<file path="src/hdl/lbc_pkg.sv">
// ---------------------------------------------------------------------------
// lbc_pkg
// Widths, codes and shared structures of the LRU block buffer cache.
// ---------------------------------------------------------------------------
package lbc_pkg;

  localparam int SLOTS_DEFAULT = 32;

  localparam int OP_W   = 2;
  localparam int DEV_W  = 8;
  localparam int BLK_W  = 32;
  localparam int SLOT_W = 5;
  localparam int STAT_W = 2;
  localparam int CNT_W  = 8;
  localparam int CMP_W  = 2;

  localparam logic [CNT_W-1:0] COUNT_TOP = 8'd255;

  // Request opcodes.
  localparam logic [OP_W-1:0] OP_GET     = 2'd0;
  localparam logic [OP_W-1:0] OP_RELEASE = 2'd1;
  localparam logic [OP_W-1:0] OP_WRITE   = 2'd2;
  localparam logic [OP_W-1:0] OP_IODONE  = 2'd3;

  // Result status codes.
  localparam logic [STAT_W-1:0] ST_OK    = 2'd0;
  localparam logic [STAT_W-1:0] ST_NOBUF = 2'd1;
  localparam logic [STAT_W-1:0] ST_NOREF = 2'd2;

  // Modes of the shared compare unit.
  localparam logic [CMP_W-1:0] CMP_HIT  = 2'd0;
  localparam logic [CMP_W-1:0] CMP_FREE = 2'd1;
  localparam logic [CMP_W-1:0] CMP_AGE  = 2'd2;

  // One slot entry as seen on the store read port.
  typedef struct packed {
    logic [DEV_W-1:0] dev;
    logic [BLK_W-1:0] blk;
    logic [CNT_W-1:0] cnt;
    logic             valid;
    logic             dirty;
  } lbc_rd_t;

  // Write controls and data for the store write port.
  typedef struct packed {
    logic             we_tag;
    logic             we_cnt;
    logic             we_rank;
    logic             set_valid;
    logic             clr_valid;
    logic             set_dirty;
    logic             clr_dirty;
    logic [DEV_W-1:0] dev;
    logic [BLK_W-1:0] blk;
    logic [CNT_W-1:0] cnt;
  } lbc_wr_t;

  // One result.
  typedef struct packed {
    logic [SLOT_W-1:0] slot_out;
    logic              hit;
    logic              needs_read;
    logic [STAT_W-1:0] status;
  } lbc_res_t;

endpackage

</file>
<file path="src/hdl/lbc_store.sv">
// ---------------------------------------------------------------------------
// lbc_store
// Slot state memories with one read and one write address per cycle.
// ---------------------------------------------------------------------------
module lbc_store #(
  parameter int SLOTS = lbc_pkg::SLOTS_DEFAULT,
  localparam int IW = $clog2(SLOTS)
) (
  input  logic             clk,
  input  logic             rst,
  input  logic [IW-1:0]    raddr,
  input  logic [IW-1:0]    waddr,
  input  lbc_pkg::lbc_wr_t wr,
  input  logic [IW-1:0]    wrank,
  output lbc_pkg::lbc_rd_t rd,
  output logic [IW-1:0]    rd_rank,
  output logic [IW-1:0]    rd_addr
);
  import lbc_pkg::*;

  logic [DEV_W-1:0] mem_dev  [SLOTS];
  logic [BLK_W-1:0] mem_blk  [SLOTS];
  logic [CNT_W-1:0] mem_cnt  [SLOTS];
  logic [IW-1:0]    mem_rank [SLOTS];

  // A clear written flag makes an entry read as its reset value.
  logic [SLOTS-1:0] tag_wr;
  logic [SLOTS-1:0] cnt_wr;
  logic [SLOTS-1:0] rank_wr;
  logic [SLOTS-1:0] valid_v;
  logic [SLOTS-1:0] dirty_v;

  logic [DEV_W-1:0] dev_q;
  logic [BLK_W-1:0] blk_q;
  logic [CNT_W-1:0] cnt_q;
  logic [IW-1:0]    rank_q;
  logic [IW-1:0]    raddr_q;

  always_ff @(posedge clk) begin
    if (wr.we_tag) begin
      mem_dev[waddr] <= wr.dev;
      mem_blk[waddr] <= wr.blk;
    end
    if (wr.we_cnt) begin
      mem_cnt[waddr] <= wr.cnt;
    end
    if (wr.we_rank) begin
      mem_rank[waddr] <= wrank;
    end
    dev_q  <= mem_dev[raddr];
    blk_q  <= mem_blk[raddr];
    cnt_q  <= mem_cnt[raddr];
    rank_q <= mem_rank[raddr];
  end

  always_ff @(posedge clk) begin
    if (rst) begin
      tag_wr  <= '0;
      cnt_wr  <= '0;
      rank_wr <= '0;
      valid_v <= '0;
      dirty_v <= '0;
      raddr_q <= '0;
    end else begin
      raddr_q <= raddr;
      if (wr.we_tag) begin
        tag_wr[waddr] <= 1'b1;
      end
      if (wr.we_cnt) begin
        cnt_wr[waddr] <= 1'b1;
      end
      if (wr.we_rank) begin
        rank_wr[waddr] <= 1'b1;
      end
      if (wr.set_valid) begin
        valid_v[waddr] <= 1'b1;
      end else if (wr.clr_valid) begin
        valid_v[waddr] <= 1'b0;
      end
      if (wr.set_dirty) begin
        dirty_v[waddr] <= 1'b1;
      end else if (wr.clr_dirty) begin
        dirty_v[waddr] <= 1'b0;
      end
    end
  end

  always_comb begin
    rd.dev   = tag_wr[raddr_q] ? dev_q : '0;
    rd.blk   = tag_wr[raddr_q] ? blk_q : '0;
    rd.cnt   = cnt_wr[raddr_q] ? cnt_q : '0;
    rd.valid = valid_v[raddr_q];
    rd.dirty = dirty_v[raddr_q];
    rd_rank  = rank_wr[raddr_q] ? rank_q : raddr_q;
    rd_addr  = raddr_q;
  end

endmodule

</file>
<file path="src/hdl/lbc_cmp.sv">
// ---------------------------------------------------------------------------
// lbc_cmp
// Shared compare unit: judges one slot entry against the running best.
// ---------------------------------------------------------------------------
module lbc_cmp #(
  parameter int SLOTS = lbc_pkg::SLOTS_DEFAULT,
  localparam int IW = $clog2(SLOTS)
) (
  input  logic [lbc_pkg::CMP_W-1:0] mode,
  input  lbc_pkg::lbc_rd_t          rd,
  input  logic [IW-1:0]             rd_rank,
  input  logic [lbc_pkg::DEV_W-1:0] key_dev,
  input  logic [lbc_pkg::BLK_W-1:0] key_blk,
  input  logic [IW-1:0]             ref_rank,
  input  logic                      found,
  output logic                      take
);
  import lbc_pkg::*;

  logic newer;
  logic older;

  assign newer = rd_rank > ref_rank;
  assign older = rd_rank < ref_rank;

  always_comb begin
    case (mode)
      CMP_HIT:  take = (rd.dev == key_dev) && (rd.blk == key_blk) && (!found || newer);
      CMP_FREE: take = (rd.cnt == '0) && !rd.dirty && (!found || older);
      CMP_AGE:  take = newer;
      default:  take = 1'b0;
    endcase
  end

endmodule

</file>
<file path="src/hdl/lbc_seq.sv">
// ---------------------------------------------------------------------------
// lbc_seq
// Sequencer: walks the slots through the shared compare unit per request.
// ---------------------------------------------------------------------------
module lbc_seq #(
  parameter int SLOTS = lbc_pkg::SLOTS_DEFAULT,
  localparam int IW = $clog2(SLOTS)
) (
  input  logic                       clk,
  input  logic                       rst,
  input  logic                       in_valid,
  output logic                       in_ready,
  input  logic [lbc_pkg::OP_W-1:0]   in_op,
  input  logic [lbc_pkg::DEV_W-1:0]  in_dev,
  input  logic [lbc_pkg::BLK_W-1:0]  in_blk,
  input  logic [lbc_pkg::SLOT_W-1:0] in_slot,
  output logic                       res_valid,
  input  logic                       res_ready,
  output lbc_pkg::lbc_res_t          res,
  output logic [IW-1:0]              raddr,
  output logic [IW-1:0]              waddr,
  output lbc_pkg::lbc_wr_t           wr,
  output logic [IW-1:0]              wrank,
  input  lbc_pkg::lbc_rd_t           rd,
  input  logic [IW-1:0]              rd_rank,
  input  logic [IW-1:0]              rd_addr
);
  import lbc_pkg::*;

  localparam int CW = $clog2(SLOTS + 1);
  localparam logic [CW-1:0] LAST     = CW'(SLOTS);
  localparam logic [IW-1:0] TOP_RANK = IW'(SLOTS - 1);

  localparam logic [3:0] S_IDLE      = 4'd0;
  localparam logic [3:0] S_SCAN_HIT  = 4'd1;
  localparam logic [3:0] S_HIT_RD    = 4'd2;
  localparam logic [3:0] S_HIT_WR    = 4'd3;
  localparam logic [3:0] S_SCAN_FREE = 4'd4;
  localparam logic [3:0] S_SLOT_RD   = 4'd5;
  localparam logic [3:0] S_CHECK     = 4'd6;
  localparam logic [3:0] S_SWEEP     = 4'd7;
  localparam logic [3:0] S_DONE      = 4'd8;

  logic [3:0]        state, state_next;
  logic [CW-1:0]     idx, idx_next;
  logic              found, found_next;
  logic [IW-1:0]     best, best_next;
  logic [IW-1:0]     best_rank, best_rank_next;
  logic [IW-1:0]     old_rank, old_rank_next;
  lbc_res_t          res_r, res_next;
  logic [OP_W-1:0]   op;
  logic [DEV_W-1:0]  dev;
  logic [BLK_W-1:0]  blk;
  logic [SLOT_W-1:0] slot_in;

  logic              accept;
  logic              in_range;
  logic [IW-1:0]     slot_idx;
  logic              scan_cmp;
  logic              take;
  logic [CMP_W-1:0]  cmp_mode;
  logic [IW-1:0]     ref_rank;
  logic              found_n;
  logic [IW-1:0]     best_n;
  logic [IW-1:0]     best_rank_n;

  assign in_ready  = (state == S_IDLE);
  assign accept    = in_valid && in_ready;
  assign res_valid = (state == S_DONE);
  assign res       = res_r;
  assign in_range  = int'(in_slot) < SLOTS;
  assign slot_idx  = IW'(slot_in);

  // Read data in a scan belongs to the entry issued in the cycle before.
  assign scan_cmp    = (idx != '0);
  assign cmp_mode    = (state == S_SCAN_HIT)  ? CMP_HIT :
                       (state == S_SCAN_FREE) ? CMP_FREE : CMP_AGE;
  assign ref_rank    = (state == S_SWEEP) ? old_rank : best_rank;
  assign found_n     = found || (scan_cmp && take);
  assign best_n      = (scan_cmp && take) ? rd_addr : best;
  assign best_rank_n = (scan_cmp && take) ? rd_rank : best_rank;

  lbc_cmp #(.SLOTS(SLOTS)) u_cmp (
    .mode     (cmp_mode),
    .rd       (rd),
    .rd_rank  (rd_rank),
    .key_dev  (dev),
    .key_blk  (blk),
    .ref_rank (ref_rank),
    .found    (found),
    .take     (take)
  );

  always_comb begin
    state_next     = state;
    idx_next       = idx;
    found_next     = found;
    best_next      = best;
    best_rank_next = best_rank;
    old_rank_next  = old_rank;
    res_next       = res_r;
    raddr          = (idx == LAST) ? '0 : IW'(idx);
    waddr          = slot_idx;
    wrank          = TOP_RANK;
    wr             = '0;
    wr.dev         = dev;
    wr.blk         = blk;
    case (state)
      S_IDLE: begin
        if (accept) begin
          idx_next   = '0;
          found_next = 1'b0;
          if (in_op == OP_GET) begin
            state_next = S_SCAN_HIT;
          end else if (!in_range) begin
            res_next   = '{slot_out: in_slot, hit: 1'b0, needs_read: 1'b0, status: ST_NOREF};
            state_next = S_DONE;
          end else if (in_op == OP_IODONE) begin
            waddr        = IW'(in_slot);
            wr.set_valid = 1'b1;
            wr.clr_dirty = 1'b1;
            res_next     = '{slot_out: in_slot, hit: 1'b0, needs_read: 1'b0, status: ST_OK};
            state_next   = S_DONE;
          end else begin
            state_next = S_SLOT_RD;
          end
        end
      end
      S_SCAN_HIT: begin
        idx_next       = idx + CW'(1);
        found_next     = found_n;
        best_next      = best_n;
        best_rank_next = best_rank_n;
        if (idx == LAST) begin
          if (found_n) begin
            state_next = S_HIT_RD;
          end else begin
            idx_next   = '0;
            found_next = 1'b0;
            state_next = S_SCAN_FREE;
          end
        end
      end
      S_HIT_RD: begin
        raddr      = best;
        state_next = S_HIT_WR;
      end
      S_HIT_WR: begin
        waddr     = best;
        wr.we_cnt = 1'b1;
        wr.cnt    = (rd.cnt == COUNT_TOP) ? rd.cnt : rd.cnt + CNT_W'(1);
        res_next  = '{slot_out: SLOT_W'(best), hit: 1'b1, needs_read: !rd.valid,
                      status: ST_OK};
        state_next = S_DONE;
      end
      S_SCAN_FREE: begin
        idx_next       = idx + CW'(1);
        found_next     = found_n;
        best_next      = best_n;
        best_rank_next = best_rank_n;
        if (idx == LAST) begin
          if (found_n) begin
            waddr        = best_n;
            wr.we_tag    = 1'b1;
            wr.we_cnt    = 1'b1;
            wr.cnt       = CNT_W'(1);
            wr.clr_valid = 1'b1;
            wr.clr_dirty = 1'b1;
            res_next     = '{slot_out: SLOT_W'(best_n), hit: 1'b0, needs_read: 1'b1,
                             status: ST_OK};
          end else begin
            res_next = '{slot_out: '0, hit: 1'b0, needs_read: 1'b0, status: ST_NOBUF};
          end
          state_next = S_DONE;
        end
      end
      S_SLOT_RD: begin
        raddr      = slot_idx;
        state_next = S_CHECK;
      end
      S_CHECK: begin
        res_next   = '{slot_out: slot_in, hit: 1'b0, needs_read: 1'b0, status: ST_OK};
        state_next = S_DONE;
        if (rd.cnt == '0) begin
          res_next.status = ST_NOREF;
        end else if (op == OP_WRITE) begin
          wr.set_dirty = 1'b1;
        end else begin
          wr.we_cnt = 1'b1;
          wr.cnt    = rd.cnt - CNT_W'(1);
          if (rd.cnt == CNT_W'(1)) begin
            old_rank_next = rd_rank;
            idx_next      = '0;
            state_next    = S_SWEEP;
          end
        end
      end
      S_SWEEP: begin
        // The released slot becomes newest; every newer slot moves down one.
        idx_next = idx + CW'(1);
        if (scan_cmp && ((rd_addr == slot_idx) || take)) begin
          waddr      = rd_addr;
          wr.we_rank = 1'b1;
          wrank      = (rd_addr == slot_idx) ? TOP_RANK : rd_rank - IW'(1);
        end
        if (idx == LAST) begin
          state_next = S_DONE;
        end
      end
      S_DONE: begin
        if (res_ready) begin
          state_next = S_IDLE;
        end
      end
      default: begin
        state_next = S_IDLE;
      end
    endcase
  end

  always_ff @(posedge clk) begin
    if (rst) begin
      state <= S_IDLE;
      idx   <= '0;
      found <= 1'b0;
    end else begin
      state <= state_next;
      idx   <= idx_next;
      found <= found_next;
    end
  end

  always_ff @(posedge clk) begin
    best      <= best_next;
    best_rank <= best_rank_next;
    old_rank  <= old_rank_next;
    res_r     <= res_next;
    if (accept) begin
      op      <= in_op;
      dev     <= in_dev;
      blk     <= in_blk;
      slot_in <= in_slot;
    end
  end

endmodule

</file>
<file path="src/hdl/lru_block_buffer_cache.sv">
// ---------------------------------------------------------------------------
// lru_block_buffer_cache
// Block buffer cache of SLOTS tagged slots with reference counts and LRU reuse.
// ---------------------------------------------------------------------------
// Usage. A request enters on in_valid/in_ready with opcode, device,
// block_number and slot; every request gives exactly one result on
// out_valid/out_ready with slot_out, hit, needs_read and status.
// The block works on one request at a time. Each request walks the slot
// memories through one shared compare unit, one slot per cycle. A get
// walks all slots for a hit, then walks them again for a free slot on a
// miss; a release that drops the count to zero walks them once to update
// the recency order; other releases and writes read only their own slot;
// io_done and a release or write with its slot out of range read none.
// After reset every slot is free and invalid with tag (0,0), the recency
// order is slot 0 oldest, and no clearing pass is needed: flags held in
// flip-flops stand in for unwritten memory entries. A result sits in an
// output register; while the receiver stalls it holds, and the block may
// take the next request but does not finish it until the register frees.
// ---------------------------------------------------------------------------
module lru_block_buffer_cache #(
  parameter int SLOTS = lbc_pkg::SLOTS_DEFAULT
) (
  input  logic                       clk,
  input  logic                       rst,
  input  logic                       in_valid,
  output logic                       in_ready,
  input  logic [lbc_pkg::OP_W-1:0]   opcode,
  input  logic [lbc_pkg::DEV_W-1:0]  device,
  input  logic [lbc_pkg::BLK_W-1:0]  block_number,
  input  logic [lbc_pkg::SLOT_W-1:0] slot,
  output logic                       out_valid,
  input  logic                       out_ready,
  output logic [lbc_pkg::SLOT_W-1:0] slot_out,
  output logic                       hit,
  output logic                       needs_read,
  output logic [lbc_pkg::STAT_W-1:0] status
);
  import lbc_pkg::*;

  localparam int IW = $clog2(SLOTS);

  // Sequencer to store.
  logic [IW-1:0] raddr;
  logic [IW-1:0] waddr;
  lbc_wr_t       wr;
  logic [IW-1:0] wrank;
  lbc_rd_t       rd;
  logic [IW-1:0] rd_rank;
  logic [IW-1:0] rd_addr;

  // Sequencer to output register.
  lbc_res_t res;
  logic     res_valid;
  logic     res_ready;

  lbc_store #(.SLOTS(SLOTS)) u_store (
    .clk     (clk),
    .rst     (rst),
    .raddr   (raddr),
    .waddr   (waddr),
    .wr      (wr),
    .wrank   (wrank),
    .rd      (rd),
    .rd_rank (rd_rank),
    .rd_addr (rd_addr)
  );

  lbc_seq #(.SLOTS(SLOTS)) u_seq (
    .clk       (clk),
    .rst       (rst),
    .in_valid  (in_valid),
    .in_ready  (in_ready),
    .in_op     (opcode),
    .in_dev    (device),
    .in_blk    (block_number),
    .in_slot   (slot),
    .res_valid (res_valid),
    .res_ready (res_ready),
    .res       (res),
    .raddr     (raddr),
    .waddr     (waddr),
    .wr        (wr),
    .wrank     (wrank),
    .rd        (rd),
    .rd_rank   (rd_rank),
    .rd_addr   (rd_addr)
  );

  // The output register takes a new result whenever it is empty or being read.
  assign res_ready = !out_valid || out_ready;

  always_ff @(posedge clk) begin
    if (rst) begin
      out_valid <= 1'b0;
    end else if (res_ready) begin
      out_valid <= res_valid;
    end
  end

  always_ff @(posedge clk) begin
    if (res_valid && res_ready) begin
      slot_out   <= res.slot_out;
      hit        <= res.hit;
      needs_read <= res.needs_read;
      status     <= res.status;
    end
  end

endmodule

</file>
<file path="config.mk">
export PLATFORM = sky130hd
export DESIGN_NAME = lru_block_buffer_cache
export DESIGN_NICKNAME = d
export VERILOG_FILES = /design/src/hdl/lbc_pkg.sv /design/src/hdl/lbc_store.sv /design/src/hdl/lbc_cmp.sv /design/src/hdl/lbc_seq.sv /design/src/hdl/lru_block_buffer_cache.sv
export SDC_FILE = /design/constraint.sdc
export NUM_CORES = 2
export LEC_CHECK = 0
export ABC_AREA = 1
export BUFFER_PORTS_ARGS = -buffer_cell sky130_fd_sc_hd__buf_2
export CAP_MARGIN = 20
export CORE_MARGIN = 1
export CORE_UTILIZATION = 50
export DETAILED_ROUTE_END_ITERATION = 7
export PLACE_DENSITY = 0.72
export SYNTH_ARGS = -nofsm -noshare
export SYNTH_HDL_FRONTEND = slang
export SYNTH_HIERARCHICAL = 1
export SYNTH_SLANG_ARGS = --single-unit
</file>
<file path="constraint.sdc">
create_clock -name clk -period 18.7 [get_ports clk]
set_input_delay 2.805 -clock clk [delete_from_list [all_inputs] [get_ports clk]]
set_output_delay 2.805 -clock clk [all_outputs]
set_load 0.05 [all_outputs]
</file>
==> key figures <==
Place
  • Routability Congestion: about 0.9
  • Placed insts: 9433
  • Port bufs: 61
  • Hpwl dp: approximately 110000 um

Layout
  • Final Util: roughly 56%
  • Multi-input gate area: 21640 sq um
  • Final net count: around 7500
  • Fill count: 13070
  • Most frequent cells in the layout: nand2_1 (2193), edfxtp_1 (1776), nor2_1 (723)
  • Share of cells above drive strength 1: under 10%
  • Post-Layout Cell Count: ~10000
  • Layout overhead on the synthesized area: 10.83%
  • Most common cell after layout, fill and taps aside: nand2_1
  • Reg area: just under 60000 sq um

Floorplanning
  • Die area: between 150000 and 200000 sq um
  • Ports: 62
  • Initial Utilization: 50.47%
  • Core area: between 150000 and 200000 sq um
  • # rows: 148
  • Die Wd: 407.8 um
  • Die H: between 400 and 500 um

Detailed routing
  • WL per Instance: between 20 and 25 um
  • Number of routed nets with antenna violations: 0
  • Vias per cell: between 5 and 6
  • First-pass DRT Iterations: 6
  • Residual DRC: 0
  • Final wirelength: 213400 um
  • Initial DRC Count: 6834
  • Vias: 56220

Synthesis
  • Ys flop type: edfxtp_1
  • Sequential area share after synthesis: between 70% and 80%
  • Post-synth EDFFs: ~1800
  • Post-synthesis register bit count: around 2000
  • Total number of yosys warnings: 6
  • Avg Inst Size Synth: 10.97 sq um
  • Mapped cell area: about 82000 sq um
  • Mapped Cells: roughly 7500
  • Ys async rst share: 0%
  • Synth cell types: 46
  • Synthesized Nets: 7572

Timing
  • RSZ-0062 raised after global routing: false
  • Setup TNS Final: 0 ns
  • Slew @ Worst Pin: roughly 1.1 ns
  • FMAX: approximately 130 MHz
  • Worst Skew: between 0.05 and 0.06 ns
  • Final period util: between 40 and 50%
  • Final Hold Fails: 0
  • Pins Over Slew Limit: 0
  • Setup Viol. Count Final: 0
  • Worst hold margin: roughly 0.45 ns
  • Slew HR: ~26%
  • Post-layout min period: 7.730 ns

Setup path
  • CP bufs+invs: 8
  • R2R setup slack: 10.97 ns
  • Largest stage delay, worst path: slightly below 0.7 ns
  • Critical path capture point type: flop
  • Setup crit start: u_store/rd_addr[0]
  • Number of cells on the critical path: 34
  • Critical path's most frequent cell: nand2_1
  • CP delay by family, top: simple AND/OR/NAND/NOR gates
  • Startpoint Class: flop
  • R2R depth: 34
  • Worst Path Max Fanout: 61
  • FF-to-FF Start: u_store/rd_addr[0]
  • Slowest cell on crit path: buf_4
  • Arrival time worst endpoint: around 8.2 ns
  • Setup Crit Path Kind: reg -> reg
  • Critical path destination: u_store/mem_blk[18][11]
  • Reg-to-Reg End: u_store/mem_blk[18][11]
  • WP data required: 19.15 ns

Clock tree
  • Clk sink count: between 2000 and 2500
  • Cts bufs inserted: between 150 and 200
  • Post-cts sizing count: 0
  • Clock Latency Late Sink: about 0.85 ns
  • CTS tree: yes
  • Clock buffer depth: 3
  • Post-CTS Repair Setup Buffers: 0
  • Hold Buf Count CTS: 0
  • Root buffer cell: clkbuf_16
  • H-tree depth: 4
  • Clk pin slew, worst setup/hold paths: around 0.07 ns

Global routing
  • First-pass GRT wire length: ~320000 um
  • Tot GR Track Use: around 25%
  • Initial antenna violation count: 1
  • Overflow after GRT: 0
  • Largest net degree at the start of global routing: roughly 220
  • Vias in the first global route: 53990

Power and ir drop
  • Gate power share: between 20% and 30%
  • Leak Pwr: between 30 and 40 nW
  • Sequential power share: around two fifths
  • Pwr Density: between 100 and 150 nW/um^2
  • Cell Int Power: around 8.2 mW
  • Sw Share: 34.19%
  • Clk pwr share: roughly a third
  • Net Sw Power: 4.281 mW
  • Worst VDD drop: approximately 130 uV

Status
  • Status: completed

Min path
  • HP Class: reg -> reg

Job
  • # Max-Cap Violations: 0
## per-stage QoR
step           setup slack, ns  area [sq um]  total power [mW]
2_1_floorplan            11.57         82330             7.635
3_3_place_gp             11.39         84790             8.571
3_5_place_dp             11.23         84790             8.627
4_1_cts                  11.19         91240             12.54
5_1_grt                  10.39         91240             13.08
6_report                 10.97         91250             12.52
## layout make-up
class / count / area share, %
Sequential cell: 2006 / 63.50
Antenna cell: 1 / 0.002742
Clock buffer: 254 / 5.924
Inverter: 290 / 1.230
Timing Repair Buffer: 193 / 1.492
Tap cell: 2175 / 2.982
Clock inverter: 113 / 1.153
Multi-Input combinational cell: 4769 / 23.72
## per-layer routing
metal / global-route usage, % / routed length [um] / part of all wire, %
met5: 0 / 7 / 0.0033
met3: 3.942 / 18110 / 8.5
met1: 34.54 / 86670 / 41
met4: 8.348 / 6274 / 2.9
met2: 41.14 / 102400 / 48
## state kept, by name, indices dropped and copies added, names as in the netlist, 6 cells and up, named ones only
signal and flops:
u_store/mem_cnt 256, u_store/dev_q 8, u_seq/idx 6, u_store/mem_blk 1024, u_seq/dev 8, u_store/tag_wr 32
u_store/mem_rank 160, u_store/rank_wr 32, u_store/blk_q 32, u_store/cnt_wr 32, u_seq/blk 32, u_seq/res 9
u_store/mem_dev 256, u_store/cnt_q 8
## logic make-up (layout without fill, tap and decap cells)
logic type | Yosys count | after routing | share of synthesized area (%)
other | 0 | 1 | 0
and+or+nand+nor | 3549 | 3549 | 17.27
DFF | 2006 | 2006 | 70.37
buffers and inverters | 732 | 850 | 3.737
xor gates and xnor gates | 35 | 35 | 0.3723
adders and majority gates | 14 | 14 | 0.2128
AOI/OAI and AO/OA | 1171 | 1171 | 8.038
## worst reg2reg max path, delay by kind of cell, from the launching register on
kind,cells,cell delay (ns)
simple gates,22,2.96
buf+inv,8,2.40
compound gates,3,0.90
flops,1,0.66
fa+ha+maj,1,0.35
## power by group through the flow
stage | Clock [mW] | Sequential, mW | Combinational (mW)
2_1_floorplan | 0 | 5.42 | 2.22
3_3_place_gp | 0 | 5.32 | 3.25
3_5_place_dp | 0 | 5.32 | 3.31
4_1_cts | 3.98 | 5.23 | 3.33
5_1_grt | 4.15 | 5.24 | 3.69
6_report | 3.93 | 5.23 | 3.36
## synth_stat cells (8+ instances only)
cell | count | area share (%)
buf_1 | 33 | 0.15
inv_1 | 275 | 1.3
inv_2 | 11 | 0.050
ha_1 | 14 | 0.21
xnor2_1 | 27 | 0.29
buf_2 | 195 | 1.2
edfxtp_1 | 1776 | 65
o21ai_0 | 322 | 2.0
xor2_1 | 8 | 0.085
o31ai_1 | 221 | 2.0
nor2_1 | 757 | 3.5
nand2_1 | 2194 | 10
a21oi_1 | 573 | 3.5
dfxtp_1 | 230 | 5.6
nand3_1 | 552 | 3.4
nand4_1 | 10 | 0.076
o211ai_1 | 8 | 0.073
clkbuf_1 | 201 | 0.92
o21ba_2 | 25 | 0.30
## worst min-delay path by stage
stage | start | endpoint | slack, ns | cells past startpoint
floorplan | u_seq/res[3] | hit | 0.40 | 0
global placement | u_seq/res[7] | slot_out[3] | 0.43 | 0
detailed placement | u_seq/res[4] | slot_out[0] | 0.41 | 0
CTS | u_seq/res[7] | slot_out[3] | 0.45 | 0
global route | u_seq/res[0] | status[0] | 0.46 | 0
finish | u_seq/res[5] | slot_out[1] | 0.45 | 0
(Power assumes the default switching activity.)
